**config.mk**
```make
export PLATFORM = sky130hd
export DESIGN_NAME = stable_priority_queue
export DESIGN_NICKNAME = d
export VERILOG_FILES = /design/src/hdl/spq_pkg.sv /design/src/hdl/spq_cell.sv /design/src/hdl/stable_priority_queue.sv
export SDC_FILE = /design/constraint.sdc
export NUM_CORES = 2
export LEC_CHECK = 0
export ABC_AREA = 1
export BUFFER_PORTS_ARGS = -buffer_cell sky130_fd_sc_hd__buf_2
export CAP_MARGIN = 20
export CORE_ASPECT_RATIO = 1.1
export CORE_MARGIN = 5
export CORE_UTILIZATION = 25
export DETAILED_ROUTE_END_ITERATION = 8
export PLACE_DENSITY = 0.49
export SLEW_MARGIN = 0
export SYNTH_ARGS = -nofsm -noshare
export SYNTH_HDL_FRONTEND = slang
export SYNTH_SLANG_ARGS = --single-unit
```
**constraint.sdc**
```tcl
create_clock -name clk -period 6.13 [get_ports clk]
set_input_delay 0.3065 -clock clk [delete_from_list [all_inputs] [get_ports clk]]
set_output_delay 0.3065 -clock clk [all_outputs]
set_load 0.05 [all_outputs]
```
**src/hdl/spq_pkg.sv**
```systemverilog
package spq_pkg;

  localparam int unsigned CAPACITY_DEFAULT = 16;
  localparam int unsigned DATA_W = 32;

  typedef enum logic [0:0] {
    OP_ENQUEUE = 1'b0,
    OP_DEQUEUE = 1'b1
  } op_t;

  typedef enum logic [1:0] {
    ST_ENQUEUED = 2'd0,
    ST_DEQUEUED = 2'd1,
    ST_EMPTY    = 2'd2,
    ST_FULL     = 2'd3
  } status_t;

  typedef struct packed {
    op_t                       opcode;
    logic signed [DATA_W-1:0]  item_value;
    logic signed [DATA_W-1:0]  item_priority;
  } cmd_t;

  typedef struct packed {
    logic signed [DATA_W-1:0]  out_value;
    status_t                   status;
  } result_t;

  // One stored entry of the queue.
  typedef struct packed {
    logic signed [DATA_W-1:0]  value;
    logic signed [DATA_W-1:0]  prio;
  } entry_t;

  // Broadcast from the top level to every cell in the chain.
  typedef struct packed {
    logic    enq;
    logic    deq;
    entry_t  incoming;
  } cell_ctrl_t;

  localparam logic signed [DATA_W-1:0] EMPTY_VALUE = '1;

endpackage

```
**src/hdl/spq_cell.sv**
```systemverilog
module spq_cell #(
  parameter int unsigned INDEX = 0,
  parameter int unsigned CNT_W = 5
) (
  input  logic                 clk,
  input  spq_pkg::cell_ctrl_t  ctrl,
  input  logic [CNT_W-1:0]     count,
  input  spq_pkg::entry_t      left_entry,
  input  logic                 left_ge,
  input  spq_pkg::entry_t      right_entry,
  output spq_pkg::entry_t      entry,
  output logic                 ge
);

  spq_pkg::entry_t entry_next;
  logic            occupied;

  // The cell holds a live entry when its position lies below the fill count.
  assign occupied = CNT_W'(INDEX) < count;
  assign ge       = occupied && (entry.prio >= ctrl.incoming.prio);

  // The queue stays sorted, so ge is true on a prefix of the chain. The new
  // item lands in the first cell whose own ge is false; cells behind it move
  // one place towards the tail.
  always_comb begin
    entry_next = entry;
    priority if (ctrl.enq) begin
      if (ge) begin
        entry_next = entry;
      end else if (left_ge) begin
        entry_next = ctrl.incoming;
      end else begin
        entry_next = left_entry;
      end
    end else if (ctrl.deq) begin
      entry_next = right_entry;
    end else begin
      entry_next = entry;
    end
  end

  always_ff @(posedge clk) begin
    entry <= entry_next;
  end

endmodule

```
**src/hdl/stable_priority_queue.sv**
```systemverilog
// Stable max-first priority queue built as a chain of compare-and-shift cells.
//
// Command channel: cmd is taken at a rising edge where start is high and busy
// is low. busy is held low, so a command may be issued in every cycle. An
// enqueue stores item_value with item_priority; a dequeue removes the entry
// of highest priority, and among equal priorities the earliest one leaves
// first.
//
// Result channel: exactly one result item per command. done is high for one
// cycle, the cycle after the command was taken, with result valid alongside.
// Throughput is one command per cycle: every cell compares its priority with
// the incoming one in parallel, and the whole chain shifts in the same edge.
// The receiver cannot stall the block; results must be captured when done is
// high.
//
// Reset (rst, synchronous) empties the queue by clearing the fill count; the
// cell contents are left as they are and are never read before being written.
module stable_priority_queue #(
  parameter int unsigned CAPACITY = spq_pkg::CAPACITY_DEFAULT
) (
  input  logic              clk,
  input  logic              rst,
  input  logic              start,
  output logic              busy,
  input  spq_pkg::cmd_t     cmd,
  output logic              done,
  output spq_pkg::result_t  result
);

  localparam int unsigned CNT_W = $clog2(CAPACITY + 1);

  logic [CNT_W-1:0]    count;
  logic [CNT_W-1:0]    count_next;
  logic                accept;
  logic                is_empty;
  logic                is_full;
  spq_pkg::cell_ctrl_t ctrl;
  spq_pkg::result_t    result_next;

  spq_pkg::entry_t     entries [CAPACITY];
  logic                ges     [CAPACITY];

  // The block never holds a command off: busy is tied low.
  assign busy   = 1'b0;
  assign accept = start && !busy;

  assign is_empty = (count == '0);
  assign is_full  = (count == CNT_W'(CAPACITY));

  // The chain only moves for operations that succeed; a refused enqueue or an
  // empty dequeue leaves every cell untouched.
  always_comb begin
    ctrl.enq      = accept && (cmd.opcode == spq_pkg::OP_ENQUEUE) && !is_full;
    ctrl.deq      = accept && (cmd.opcode == spq_pkg::OP_DEQUEUE) && !is_empty;
    ctrl.incoming.value = cmd.item_value;
    ctrl.incoming.prio  = cmd.item_priority;
  end

  always_comb begin
    count_next = count;
    priority if (ctrl.enq) begin
      count_next = count + CNT_W'(1);
    end else if (ctrl.deq) begin
      count_next = count - CNT_W'(1);
    end else begin
      count_next = count;
    end
  end

  // The head cell always holds the entry that leaves next, so a dequeue reads
  // its value directly.
  always_comb begin
    unique case (cmd.opcode)
      spq_pkg::OP_DEQUEUE: begin
        if (is_empty) begin
          result_next.out_value = spq_pkg::EMPTY_VALUE;
          result_next.status    = spq_pkg::ST_EMPTY;
        end else begin
          result_next.out_value = entries[0].value;
          result_next.status    = spq_pkg::ST_DEQUEUED;
        end
      end
      default: begin
        result_next.out_value = '0;
        result_next.status    = is_full ? spq_pkg::ST_FULL : spq_pkg::ST_ENQUEUED;
      end
    endcase
  end

  always_ff @(posedge clk) begin
    if (rst) begin
      count <= '0;
      done  <= 1'b0;
    end else begin
      count <= count_next;
      done  <= accept;
    end
  end

  always_ff @(posedge clk) begin
    if (accept) begin
      result <= result_next;
    end
  end

  // The head cell sees a virtual neighbour whose ge is true, so an item that
  // outranks every stored entry goes straight into the head. The tail cell's
  // right neighbour is itself.
  for (genvar i = 0; i < CAPACITY; i++) begin : g_cell
    spq_pkg::entry_t left_entry;
    logic            left_ge;
    spq_pkg::entry_t right_entry;

    if (i == 0) begin : g_head
      assign left_entry = ctrl.incoming;
      assign left_ge    = 1'b1;
    end else begin : g_body
      assign left_entry = entries[i-1];
      assign left_ge    = ges[i-1];
    end

    if (i == CAPACITY - 1) begin : g_tail
      assign right_entry = entries[i];
    end else begin : g_inner
      assign right_entry = entries[i+1];
    end

    spq_cell #(
      .INDEX (i),
      .CNT_W (CNT_W)
    ) u_cell (
      .clk         (clk),
      .ctrl        (ctrl),
      .count       (count),
      .left_entry  (left_entry),
      .left_ge     (left_ge),
      .right_entry (right_entry),
      .entry       (entries[i]),
      .ge          (ges[i])
    );
  end

endmodule

```
## Yosys cells after proc, flatten, opt, wreduce, memory -nomap -nowiden

Cells that the tools add are included.

| word-level totals | value |
|---|---|
| register bits after elaboration | 1064 |
| output and inout port bits | 36 |
| input port bits | 68 |

| operators by class | value |
|---|---|
| muxes and demuxes | 65 |
| bitwise logic cells | 2 |
| reductions and logical operators | 40 |
| add/sub/neg operators | 2 |
| equal/unequal tests | 16 |
| $lt $le $gt $ge | 32 |

Operators with widths:

| cell | count |
|---|---|
| 64-bit two-way mux | 60 |
| 32-bit greater-or-equal comparator | 16 |
| 4-bit by 5-bit less-than comparator with 1-bit output (first input constant) | 8 |
| 34-bit two-way mux | 1 |
| 2-bit AND reduction | 16 |
| 2-bit != test (second input constant) | 15 |
| 1-bit logical AND | 20 |
| 3-bit by 5-bit less-than comparator with 1-bit output (first input constant) | 4 |
| 1-bit by 5-bit less-than comparator with 1-bit output (first input constant) | 2 |
| 2-bit by 5-bit less-than comparator with 1-bit output (first input constant) | 2 |
| 5-bit two-way mux | 2 |
| 5-bit by 1-bit adder with 5-bit output (second input constant) | 1 |
| 5-bit == test (second input constant) | 1 |
| 5-bit zero test | 1 |
| 5-bit by 1-bit subtractor with 5-bit output (second input constant) | 1 |
| 2-bit two-way mux | 2 |
| 1-bit zero test | 2 |
| 1-bit NOT | 2 |
| 2-bit nonzero test | 1 |

## Depth between registers and ports, before layout

| depth | value |
|---|---|
| word-level depth | 5 |
| depth in mapped cells | 22 |
| depth with buffers taken out | 20 |

## Modules after synthesis

Synthesis repeated with hierarchy kept, for this count alone.

| second synthesis, totals | value |
|---|---|
| cells, all modules | 8158 |
| area total of the unflattened synthesis | 67297.0 µm² |

By module, submodules not included:

| module | area each (µm²) | times used | cells each |
|---|---|---|---|
| spq_cell (g_cell[9].u_cell) | 4136.5 | 1 | 511 |
| spq_cell (g_cell[7].u_cell) | 4127.7 | 1 | 509 |
| spq_cell (g_cell[10].u_cell) | 4103.9 | 1 | 497 |
| spq_cell (g_cell[12].u_cell) | 4102.7 | 1 | 497 |
| spq_cell (g_cell[0].u_cell) | 4098.9 | 1 | 501 |
| spq_cell (g_cell[1].u_cell) | 4091.4 | 1 | 500 |
| spq_cell (g_cell[5].u_cell) | 4090.2 | 1 | 499 |
| spq_cell (g_cell[6].u_cell) | 4090.2 | 1 | 498 |
| spq_cell (g_cell[2].u_cell) | 4088.9 | 1 | 495 |
| spq_cell (g_cell[13].u_cell) | 4087.7 | 1 | 498 |
| spq_cell (g_cell[4].u_cell) | 4086.4 | 1 | 497 |
| spq_cell (g_cell[8].u_cell) | 4083.9 | 1 | 502 |
| spq_cell (g_cell[14].u_cell) | 4078.9 | 1 | 498 |
| spq_cell (g_cell[15].u_cell) | 4073.9 | 1 | 494 |
| 3 more rows | n/a | n/a | n/a |

## Least setup slack after synthesis

No wires, ideal clock.

| timing | value |
|---|---|
| kind | input-to-reg |
| start | input port cmd[15] in the netlist's numbering |
| end | register g_cell[15].u_cell.entry[0] in the netlist's numbering (enable) |
| stages on the path | 10 |
| arrival time | 4.781 ns |
| setup slack | 0.842 ns |
| required time | 5.623 ns |
| setup time | 0.507 ns |
| path through | inv_1 ha_1 nand2_1 nor4_1 inv_1 o21ai_0 nand2_1 nand3b_1 nand3_1 a21oi_1 |

| between the ends | value |
|---|---|
| word-level cells in the longest chain between the ends | 4 |

RTL lines:

| element | line | text |
|---|---|---|
| from (decl) | stable_priority_queue.sv:25 | `input spq_pkg::cmd_t cmd,` |
| 32-bit greater-or-equal comparator | spq_cell.sv:20 | `assign ge = occupied && (entry.prio >= ctrl.incoming.prio);` |
| 1-bit logical AND | spq_cell.sv:20 |  |
| 1-bit NOT (no line) | n/a |  |
| 2-bit AND reduction (no line) | n/a |  |
| to (signal assigned) | spq_cell.sv:43 | `entry <= entry_next;` |
| to (decl) | spq_cell.sv:11 | `output spq_pkg::entry_t entry,` |

No other way between the ends.
A chain may end at the register's enable or synchronous reset.

==> reports/results.ini <==
[cells_and_area]
final_core_util=0.286
nets=9700
final_area_um2=77800
final_cells=12900
drive_gt1_frac=0.0540
area_growth_pct=13.6

[synth]
ys_warn_count=0
synthFlopType=edfxtp_1
yosys.area.top_type_share=0.464
seq_area_frac_synth=0.466
synth-seq-cells=1064
syn_area_per_cell_um2=7.52
synth_cells=9110
async_reset_ff_frac=0
synth_cell_type_count=40
synthMostInstantiatedCell=nand2_1
synth.top_cells.by_count=5208 x nand2_1, 1081 x inv_1, 1058 x edfxtp_1, 515 x ha_1, 264 x a21oi_1
syn-cell-area_um2=68500
synth_area_leaders=edfxtp_1 46%, nand2_1 29%, ha_1 9.4%
syn_nets=9693
synth_edf_count=1058
synth_top_cell_by_area=edfxtp_1

[drt]
vias=58800
drt_iter0_drc=5495
ant_nets=0
drt-vias-per-instance=4.56
firstDrtPassIters=6
wl_per_cell_um=19.3
totalWireLength_um=248000
drc=0

[min_path]
hp-class=in -> reg
holdPathStages=3
hold-path-endpoint=g_cell[15].u_cell.entry[0]$_DFFE_PP_
worst_hold_startpoint=cmd[0]

[place]
place_congestion=0.904
place_area_um2=72800
hpwl_um=162000
pre_cts_slack_ns=1.13
io_buffers=102
place_inst=12600

[setup_path]
timing.rr.start=g_cell[14].u_cell.entry[31]$_DFFE_PP_
crit_chain=dlygate4sd3_1 -> buf_2 -> inv_1 -> ha_1 -> nand2_1 -> nor2_1 -> nand2_1 -> nand2_1 -> nand2_1 -> nand2_1 -> nand2_1 -> nand2_1 -> nand2_1 -> nand3_1 -> nand2_4 -> nand2_4 -> buf_4 -> nand2_1 -> nand2_1 -> nand2_1
critPathRequiredTime_ns=6.66
worstReg2RegEnd=g_cell[15].u_cell.entry[32]$_DFFE_PP_
critical_path_class=in -> reg
critPathBufInv=4
endpoint_kind=flip-flop
r2r_slack_ns=1.36
critPathArrivalTime_ns=5.35
critPathLaunchType=input pin
crit_top_cell=nand2_1
cp_slowest_cell=nor2_1
crit_fanout=36
crit_family=simple AND/OR/NAND/NOR gates
max_stage_delay_ns=0.76
reg2reg_depth=12

[clocking]
clock_latency_ns=0.81
clk_pin_slew_ns=0.06
root_buffer=clkbuf_16
clockBufferDepth=3
cts_made_buffers=135
cts_tree=yes
cts_num_sinks=1064
htreeDepth=4

[floorplan]
core_um2=273000
start_util=0.251
dieWidth_um=509
io_pins=104
die_y_um=559
rows=201
dieArea_um2=285000

[sta]
slew_headroom=0.171
hold_viol_final=0
tns_ns=0
slew_viol_final=0
layout_setup_ws_ns=1.32
maxClockFrequency_mhz=208
holdWs_ns=0.205
fin_crit_sh=0.785
rsz0062_at_grt=no
worstMarginPinSlew_ns=1.24
skew_ns=0.0682
finalSetupViolCount=0
finalCriticalPeriod_ns=4.81

[status]
status=complete, no violations

[global_routing]
grt_pass1_wl_um=366000
antenna_found_initial=18
grt-ovfl-total=0
grt_max_degree=222
grt_use_total=0.168
grt_pass1_vias=56600

[flow_run]
maxCapViolCount=0

[pwr]
p_per_area_nw_per_um2=345
peakVddDrop_v=0.000345
finalPower_mw=26.8
p_leak_nw=42.8

-- kinds of logic (layout without fill, tap and decap cells) --
| group | after synthesis | after routing | share of synthesized area |
|---|---|---|---|
| AND/OR/NAND/NOR | 5604 | 5604 | 0.315 |
| buffers and inverters | 1487 | 1598 | 0.0915 |
| flip-flops | 1064 | 1064 | 0.466 |
| adder cells (fa/ha/maj) | 515 | 515 | 0.0941 |
| AO/OA/AOI/OAI | 437 | 437 | 0.0339 |
| XOR/XNOR | 2 | 2 | 0.000256 |
| other | 1 | 6 | 0.0000547 |
-- registers in the layout, summed over array words and instances (netlist names) --
signal / flops
done: 1
count: 5
result: 34
g_cell.u_cell.entry: 1024
-- power by group --
group / switching, mW / internal (mW)
logic: 5.64 / 2.31
registers: 0.874 / 9.97
clock network: 3.48 / 4.58
-- layout by cell type, fill, tap and decap left out, drive strengths merged, types with 15 or more instances in the layout --
cell type and instances:
a21o 15, a21oi 264, buf 209, clkbuf 181, clkinv 47, dlygate4sd3 66, edfxtp 1058, ha 515
inv 1084, nand2 5263, nand3 128, nand4 50, nor2 147, o21a 29, o21ai 118
-- cell type report --
cell class,count,area [um2]
Antenna cell,5,12.5
Clock buffer,181,3610
Clock inverter,60,756
Fill cell,29600,195000
Inverter,1082,4070
Multi-Input combinational cell,6559,30700
Sequential cell,1064,31900
Tap cell,3654,4570
Timing Repair Buffer,275,2220
-- routing by layer --
| metal | wire [um] | track usage | up-vias |
|---|---|---|---|
| li1 | - | - | 28400 |
| met1 | 109000 | 0.225 | 28200 |
| met2 | 116000 | 0.282 | 1833 |
| met3 | 15100 | 0.0234 | 382 |
| met4 | 8210 | 0.0514 | 6 |
| met5 | 41 | 0 | - |
-- repair_timing --
item	CTS	global route
buffers inserted	0	0
hold endpoints to repair	69	0
resized for setup	0	0
setup endpoints to repair	0	0
hold buffers	66	0
-- tightest hold or removal path, stage by stage --
cell and delay, ns:
buf_2 0.28, nand3_1 0.17, nand2_1 0.05
-- worst max path at each step --
| stage | startpoint | to | slack [ns] | depth (start not counted) |
|---|---|---|---|---|
| finish | cmd[4] | g_cell[8].u_cell.entry[50]$_DFFE_PP_ | 1.32 | 20 |
| global route | cmd[4] | g_cell[8].u_cell.entry[58]$_DFFE_PP_ | 1.04 | 20 |
| CTS | cmd[4] | g_cell[8].u_cell.entry[50]$_DFFE_PP_ | 1.32 | 20 |
| detailed placement | cmd[4] | g_cell[8].u_cell.entry[50]$_DFFE_PP_ | 1.13 | 19 |
| global placement | cmd[4] | g_cell[7].u_cell.entry[7]$_DFFE_PP_ | 1.21 | 16 |
| floorplan | cmd[15] | g_cell[15].u_cell.entry[0]$_DFFE_PP_ | 0.84 | 10 |
(Power assumes the default switching activity.)
